$ cat src/rtl/lfu_pkg.sv
// ---------------------------------------------------------------------------
// lfu_pkg - shared types and constants for the LFU cache
// Entry layout, cell control word, sequencer states and sizes.
// ---------------------------------------------------------------------------
`default_nettype none

package lfu_pkg;

	localparam int DEPTH   = 16;
	localparam int KEY_W   = 32;
	localparam int VAL_W   = 32;
	localparam int COUNT_W = 16;
	localparam int CAP_W   = 5;
	localparam int FILL_W  = $clog2(DEPTH + 1);

	localparam logic [COUNT_W-1:0] COUNT_MAX = '1;
	localparam logic [CAP_W-1:0]   CAP_RESET = CAP_W'(DEPTH);

	localparam logic CMD_GET = 1'b0;
	localparam logic CMD_PUT = 1'b1;

	typedef struct packed {
		logic [KEY_W-1:0]   key;
		logic [VAL_W-1:0]   value;
		logic [COUNT_W-1:0] count;
	} lfu_entry_t;

	typedef enum logic [2:0] {
		CELL_IDLE,
		CELL_LOOK,
		CELL_HIT,
		CELL_SHIFT,
		CELL_PROMO
	} lfu_cell_op_t;

	typedef struct packed {
		lfu_cell_op_t     op;
		logic             put;
		logic [KEY_W-1:0] key;
		logic [VAL_W-1:0] value;
	} lfu_cell_ctl_t;

	typedef enum logic [1:0] {
		ST_IDLE,
		ST_LOOK,
		ST_OP,
		ST_PROMO
	} lfu_state_t;

endpackage

`default_nettype wire

$ cat src/rtl/lfu_cell.sv
// ---------------------------------------------------------------------------
// lfu_cell - one rank slot of the LFU cache
// Holds one entry, compares its key, bumps its count, and trades its entry
// with either neighbor during insert shifts and promotion swaps.
// ---------------------------------------------------------------------------
`default_nettype none

module lfu_cell (
	input  wire logic                 clk,
	input  wire logic                 arst_n,
	input  wire lfu_pkg::lfu_cell_ctl_t ctl,
	input  wire logic                 sel,
	input  wire logic                 valid,
	input  wire logic                 next_valid,
	input  wire logic                 prev_swap,
	input  wire lfu_pkg::lfu_entry_t  prev_entry,
	input  wire lfu_pkg::lfu_entry_t  next_entry,
	output lfu_pkg::lfu_entry_t       entry,
	output logic                      match,
	output logic                      swap
);
	import lfu_pkg::*;

	lfu_entry_t entry_q;
	logic       match_q;

	assign entry = entry_q;
	assign match = match_q;

	// token holder moves up past a neighbor with equal or lower count
	assign swap = (ctl.op == CELL_PROMO) && sel && next_valid &&
	              (next_entry.count <= entry_q.count);

	always_ff @(posedge clk or negedge arst_n) begin
		if (!arst_n) begin
			match_q <= 1'b0;
		end else if (ctl.op == CELL_LOOK) begin
			match_q <= valid && (entry_q.key == ctl.key);
		end
	end

	always_ff @(posedge clk) begin
		unique case (ctl.op)
			CELL_IDLE, CELL_LOOK: begin
			end
			CELL_HIT: begin
				if (sel) begin
					if (entry_q.count != COUNT_MAX) begin
						entry_q.count <= entry_q.count + COUNT_W'(1);
					end
					if (ctl.put) begin
						entry_q.value <= ctl.value;
					end
				end
			end
			CELL_SHIFT: begin
				if (sel) begin
					entry_q <= prev_entry;
				end
			end
			CELL_PROMO: begin
				if (swap) begin
					entry_q <= next_entry;
				end else if (prev_swap) begin
					entry_q <= prev_entry;
				end
			end
		endcase
	end

endmodule

`default_nettype wire

$ cat src/rtl/lfu_cache.sv
// ---------------------------------------------------------------------------
// lfu_cache - least-frequently-used key/value cache
// A row of rank cells ordered by use count (ascending, least recently
// promoted first), driven by a small sequencer.
// ---------------------------------------------------------------------------
//
//  channel   ports                          handshake
//  -------   -----------------------------  ---------------------------------
//  item in   cmd, key, value                start high while busy low
//  result    hit, data                      done high for one cycle
//  config    cfg_wdata (capacity)           cfg_we high, taken at once
//
// An item runs lookup, decide and result on a get miss, and otherwise
// lookup, decide, a climb over the rank positions the entry moves up,
// and result. The climb is one neighbor swap per cycle along the cell row.
// Reset clears the fill count and sets capacity to DEPTH; entries are not
// cleared, since only cells below the fill count are ever looked at.
// The receiver cannot stall: each result is shown for exactly one cycle.
// ---------------------------------------------------------------------------
`default_nettype none

module lfu_cache (
	input  wire logic                        clk,
	input  wire logic                        arst_n,
	input  wire logic                        start,
	output logic                             busy,
	input  wire logic                        cmd,
	input  wire logic [lfu_pkg::KEY_W-1:0]   key,
	input  wire logic [lfu_pkg::VAL_W-1:0]   value,
	output logic                             done,
	output logic                             hit,
	output logic [lfu_pkg::VAL_W-1:0]        data,
	input  wire logic                        cfg_we,
	input  wire logic [lfu_pkg::CAP_W-1:0]   cfg_wdata
);
	import lfu_pkg::*;

	lfu_state_t state_q, state_d;

	// item held for the whole operation
	logic             cmd_q;
	logic [KEY_W-1:0] key_q;
	logic [VAL_W-1:0] value_q;

	logic [CAP_W-1:0]  cap_q;
	logic [FILL_W-1:0] fill_q;
	logic [DEPTH-1:0]  token_q;

	logic             done_q;
	logic             hit_q;
	logic [VAL_W-1:0] data_q;

	lfu_cell_ctl_t    ctl;
	logic [DEPTH-1:0] sel;
	logic [DEPTH-1:0] match_vec;
	logic [DEPTH-1:0] swap_vec;
	logic [DEPTH-1:0] first_oh;
	logic [VAL_W-1:0] hit_value;
	logic [CAP_W-1:0] eff_cap;
	logic             found;
	logic             evict;
	logic             finish;
	lfu_entry_t       new_entry;
	lfu_entry_t       cell_entry [DEPTH];

	assign busy = (state_q != ST_IDLE);
	assign done = done_q;
	assign hit  = hit_q;
	assign data = data_q;

	// capacity zero acts as one, anything above DEPTH acts as DEPTH
	always_comb begin
		if (cap_q == '0) begin
			eff_cap = CAP_W'(1);
		end else if (cap_q > CAP_W'(DEPTH)) begin
			eff_cap = CAP_W'(DEPTH);
		end else begin
			eff_cap = cap_q;
		end
	end

	assign found    = |match_vec;
	assign first_oh = match_vec & (~match_vec + DEPTH'(1));
	assign evict    = (FILL_W'(eff_cap) <= fill_q) && (fill_q != '0);

	assign new_entry.key   = key_q;
	assign new_entry.value = value_q;
	assign new_entry.count = COUNT_W'(1);

	// value of the first matching cell
	always_comb begin
		hit_value = '0;
		for (int i = 0; i < DEPTH; i++) begin
			hit_value = hit_value | ({VAL_W{first_oh[i]}} & cell_entry[i].value);
		end
	end

	// ---- sequencer ----
	always_ff @(posedge clk or negedge arst_n) begin
		if (!arst_n) begin
			state_q <= ST_IDLE;
		end else begin
			state_q <= state_d;
		end
	end

	always_comb begin
		state_d   = state_q;
		finish    = 1'b0;
		sel       = '0;
		ctl.op    = CELL_IDLE;
		ctl.put   = cmd_q;
		ctl.key   = key_q;
		ctl.value = value_q;
		unique case (state_q)
			ST_IDLE: begin
				if (start) begin
					state_d = ST_LOOK;
				end
			end
			ST_LOOK: begin
				ctl.op  = CELL_LOOK;
				state_d = ST_OP;
			end
			ST_OP: begin
				if (found) begin
					// bump the hit entry, then let it climb
					ctl.op  = CELL_HIT;
					sel     = first_oh;
					state_d = ST_PROMO;
				end else if (cmd_q == CMD_PUT) begin
					// evict-then-insert only replaces rank 0; plain insert shifts all up
					ctl.op  = CELL_SHIFT;
					sel     = evict ? DEPTH'(1) : '1;
					state_d = ST_PROMO;
				end else begin
					finish  = 1'b1;
					state_d = ST_IDLE;
				end
			end
			ST_PROMO: begin
				ctl.op = CELL_PROMO;
				sel    = token_q;
				if (!(|swap_vec)) begin
					finish  = 1'b1;
					state_d = ST_IDLE;
				end
			end
		endcase
	end

	always_ff @(posedge clk) begin
		if (start && !busy) begin
			cmd_q   <= cmd;
			key_q   <= key;
			value_q <= value;
		end
		if (state_q == ST_OP) begin
			hit_q   <= found;
			data_q  <= (found && (cmd_q == CMD_GET)) ? hit_value : '0;
			token_q <= found ? first_oh : DEPTH'(1);
		end else if (state_q == ST_PROMO && (|swap_vec)) begin
			token_q <= token_q << 1;
		end
	end

	always_ff @(posedge clk or negedge arst_n) begin
		if (!arst_n) begin
			cap_q  <= CAP_RESET;
			fill_q <= '0;
			done_q <= 1'b0;
		end else begin
			done_q <= finish;
			if (cfg_we) begin
				cap_q <= cfg_wdata;
			end
			if (state_q == ST_OP && !found && cmd_q == CMD_PUT && !evict) begin
				fill_q <= fill_q + FILL_W'(1);
			end
		end
	end

	// ---- cell row ----
	for (genvar i = 0; i < DEPTH; i++) begin : g_cell
		lfu_entry_t prev_e;
		lfu_entry_t next_e;
		logic       prev_sw;
		logic       next_v;

		if (i == 0) begin : g_first
			assign prev_e  = new_entry;
			assign prev_sw = 1'b0;
		end else begin : g_mid
			assign prev_e  = cell_entry[i-1];
			assign prev_sw = swap_vec[i-1];
		end

		if (i == DEPTH - 1) begin : g_last
			assign next_e = '0;
			assign next_v = 1'b0;
		end else begin : g_inner
			assign next_e = cell_entry[i+1];
			assign next_v = (FILL_W'(i + 1) < fill_q);
		end

		lfu_cell u_cell (
			.clk        (clk),
			.arst_n     (arst_n),
			.ctl        (ctl),
			.sel        (sel[i]),
			.valid      (FILL_W'(i) < fill_q),
			.next_valid (next_v),
			.prev_swap  (prev_sw),
			.prev_entry (prev_e),
			.next_entry (next_e),
			.entry      (cell_entry[i]),
			.match      (match_vec[i]),
			.swap       (swap_vec[i])
		);
	end

endmodule

`default_nettype wire

$ cat config.mk
export PLATFORM = sky130hd
export DESIGN_NAME = lfu_cache
export DESIGN_NICKNAME = d
export VERILOG_FILES = /design/src/rtl/lfu_pkg.sv /design/src/rtl/lfu_cell.sv /design/src/rtl/lfu_cache.sv
export SDC_FILE = /design/constraint.sdc
export NUM_CORES = 2
export LEC_CHECK = 0
export ABC_AREA = 1
export ABC_CLOCK_PERIOD_IN_PS = 6700
export BUFFER_PORTS_ARGS = -buffer_cell sky130_fd_sc_hd__buf_4
export CORE_MARGIN = 2
export CORE_UTILIZATION = 30
export CTS_CLUSTER_SIZE = 40
export DETAILED_ROUTE_END_ITERATION = 10
export SETUP_SLACK_MARGIN = 0.2
export SYNTH_ARGS = -nofsm -noshare
export SYNTH_HDL_FRONTEND = slang
export SYNTH_SLANG_ARGS = --single-unit
$ cat constraint.sdc
create_clock -name clk -period 6.7 [get_ports clk]
set_input_delay 0.335 -clock clk [delete_from_list [all_inputs] [get_ports clk]]
set_output_delay 0.335 -clock clk [all_outputs]
set_load 0.005 [all_outputs]
==> flow_summary.yaml <==
status:
  status: "finished clean"
pwr:
  p_per_area_nw_per_um2: 535
  combPwrFrac_pct: 40.7
  p_seq_share_pct: 41.4
  power.switching_mw: 21.9
  switching_share_pct: 44.2
  clkPwrFrac_pct: 18.0
  ir_drop_v: 0.000401
  power.leakage_nw: 36.8
  cellInternalPower_mw: 27.6
floorplanning:
  start_util_pct: 30.2
  fp-row-count: 191
  chipWidth_um: 526
  io_pins: 109
  die_y_um: 526
  core_sq_um: 271000
  design.die.area_sq_um: 277000
timing:
  maxSlewViolCount: 0
  setup_violations: 0
  min_period_ns: 5.15
  rsz0062_at_grt: "no"
  layout_setup_ws_ns: 1.55
  final_hold_viol_count: 0
  skew_ns: 0.0427
  slew_headroom_pct: 19.2
  fin_tns_setup_ns: 0
  tightestPinTransition_ns: 1.21
  fin_crit_sh_pct: 76.9
  clock.fmax_ghz: 0.194
drt:
  antenna_left: 0
  route.vias.total: 71000
  via_per_inst: 5.49
  drt_iter0_markers: 8839
  wl_per_cell_um: 23.7
  post-route-drc-count: 0
  drtPass1Iterations: 9
  wirelength_mm: 306
yosys:
  synth_compound_area_share_pct: 15.2
  synthMuxAreaShare_pct: 0.0138
  syn_nets: 9559
  synth_simple_gate_area_share_pct: 17.8
  synth_top_family_by_area: "simple AND/OR/NAND/NOR gates"
  synth_fa_ha_area_share_pct: 4.02
  synthArstFlopShare_pct: 2.04
  ys.flop_type: "edfxtp_1"
  synth-xor-area-share_pct: 3.33
  synthesis.instances: 9222
  ys_seq_area_share_pct: 52.0
  ys_types: 55
  syn_area_per_cell_sq_um: 8.88
  synth_area_sq_um: 81900
  synth_seq_cells: 1423
  synth-edff-count: 1394
  synth-warning-count: 0
cells_and_area:
  nets: 9576
  seqCellArea_sq_um: 42600
  final_util_pct: 34.1
  num-fill-cells: 27900
  final_cell_mix: "nand2_1, edfxtp_1, inv_1, o21ai_0, nor2_1"
  final_common_cell: "nand2_1"
  multi_input_area_sq_um: 33600
  area_growth_pct: 13.1
  drive_gt1_share_pct: 6.37
global_routing:
  grt_pass1_vias: 67000
  grt_max_degree: 98
  antenna_found_initial: 4
  grt_usage_pct: 21.4
  grt_first_pass_wirelength_mm: 446
  grt-ovfl-total: 0
critical_path:
  ff2ff_path_depth: 9
  required_ns: 7.15
  end_kind: "flip-flop"
  timing.rr.end: "g_cell[4].u_cell.entry[35]"
  critPathArrivalTime_ns: 5.60
  cp-start-kind: "flip-flop"
  r2r_start: "state_q[0]"
  cp_max_fo: 59
  crit_type: "reg2reg"
  reg2reg_slack_ns: 1.55
clocking:
  htreeDepth: 4
  clk_latency_ns: 0.85
  clk_pin_slew_ns: 0.06
  cts_resized: 0
  cts_sinks: 1423
  cts_buffers: 162
  cts_tree: "done"
  cts_setup_buffers: 0
  cts_buffer_depth: 4
  root_buffer: "clkbuf_16"
place:
  port_buffers: 108
  gp_congestion: 0.952
  pre_cts_slack_ns: 1.65
  hpwlAfterDp_mm: 210
worst_hold_path:
  worstHoldPathType: "in2async"
job:
  maxCapViolCount: 0
[power groups by stage]
stage / clock network (mW) / registers (mW) / logic, mW
floorplan: 0 / 19.1 / 13.2
global placement: 0 / 20.4 / 19.4
detailed placement: 0 / 20.4 / 19.7
CTS: 8.99 / 20.3 / 19.8
global route: 9.28 / 21.0 / 22.3
finish: 8.91 / 20.5 / 20.1
[layer usage]
metal	global-route usage [%]	vias to the layer above	routed length [um]
li1	-	32100	-
met1	28.3	33900	122000
met2	32.8	4117	133000
met3	4.49	808	33100
met4	11.0	2	17400
met5	0	-	14
[timing repair]
action / in CTS / in global routing
endpoints found under the hold margin: 99 / 0
setup endpoints to repair: 0 / 0
hold buffers: 68 / 0
[worst max path at each step]
stage | startpoint | end | slack (ns)
floorplan | state_q[1] | g_cell[14].u_cell.entry[16] | 0.68
global placement | state_q[0] | g_cell[4].u_cell.entry[35] | 1.76
detailed placement | state_q[0] | g_cell[4].u_cell.entry[35] | 1.65
CTS | state_q[0] | g_cell[4].u_cell.entry[33] | 1.62
global route | state_q[0] | g_cell[4].u_cell.entry[24] | 1.44
finish | state_q[0] | g_cell[4].u_cell.entry[35] | 1.55
[synth_stat cells, drive strengths merged (5+ instances only)]
master	number	area (sq um)
a211oi	26	195
a21o	6	45.0
a21oi	252	1260
a221oi	36	315
a22oi	67	503
a31oi	29	181
and3	5	31.3
buf	137	651
clkbuf	340	1280
clkinv	18	67.6
dfrtp	28	701
edfxtp	1394	41900
ha	263	3290
inv	1129	4240
nand2	2407	9060
nand3	367	1850
nand3b	10	75.1
nand4	94	603
nor2	441	1670
nor3	127	647
nor4	87	544
o2111ai	53	464
o211ai	406	3050
o21a	9	67.6
o21ai	833	4170
o221ai	49	429
o22ai	267	1670
o31ai	5	37.5
or2	7	43.8
xnor2	69	604
xor2	242	2120
[cells by family after synthesis]
group / count (synthesis)
compound gates: 2049
xor+xnor: 311
buf+inv: 1624
mux: 1
simple gates: 3551
flops: 1423
fa+ha+maj: 263
[sequential cells by signal (all words and copies together) (netlist names)]
register / flops
done: 1
data: 32
fill_q: 5
g_cell.u_cell.match: 16
value_q: 32
key_q: 32
state_q: 2
g_cell.u_cell.entry: 1280
cmd_q: 1
cap_q: 5
token_q: 16
hit: 1
[critical path: stages, from the launching register on]
cell	delay, ns
dfrtp_1	0.44
nand2_4	0.33
inv_4	0.72
nand2_1	0.17
nor2_1	0.25
nand2_4	0.34
inv_2	0.84
o21ai_0	0.50
nor3_2	0.44
buf_4	0.59
[metrics by stage]
stage	total power [mW]	area (sq um)	std cells	hold slack [ns]
final	49.5	92600	12900	0.0416
after global routing	52.6	92600	12900	0.0569
after CTS	49.2	92600	12900	0.0129
after detailed placement	40.2	86900	12600	0.343
after global placement	39.8	86900	12600	0.342
after floorplan	32.3	81900	9222	0.0394
[layout make-up]
class                      count  area share (%)
antenna                        6          0.0162
multi-input combinational   6175            36.2
clock inverter                90           0.862
timing repair buffer         330            2.86
inverter                    1147            4.66
sequential                  1423            46.0
tap                         3570            4.82
clock buffer                 193            4.57
(Power assumes the default switching activity.)
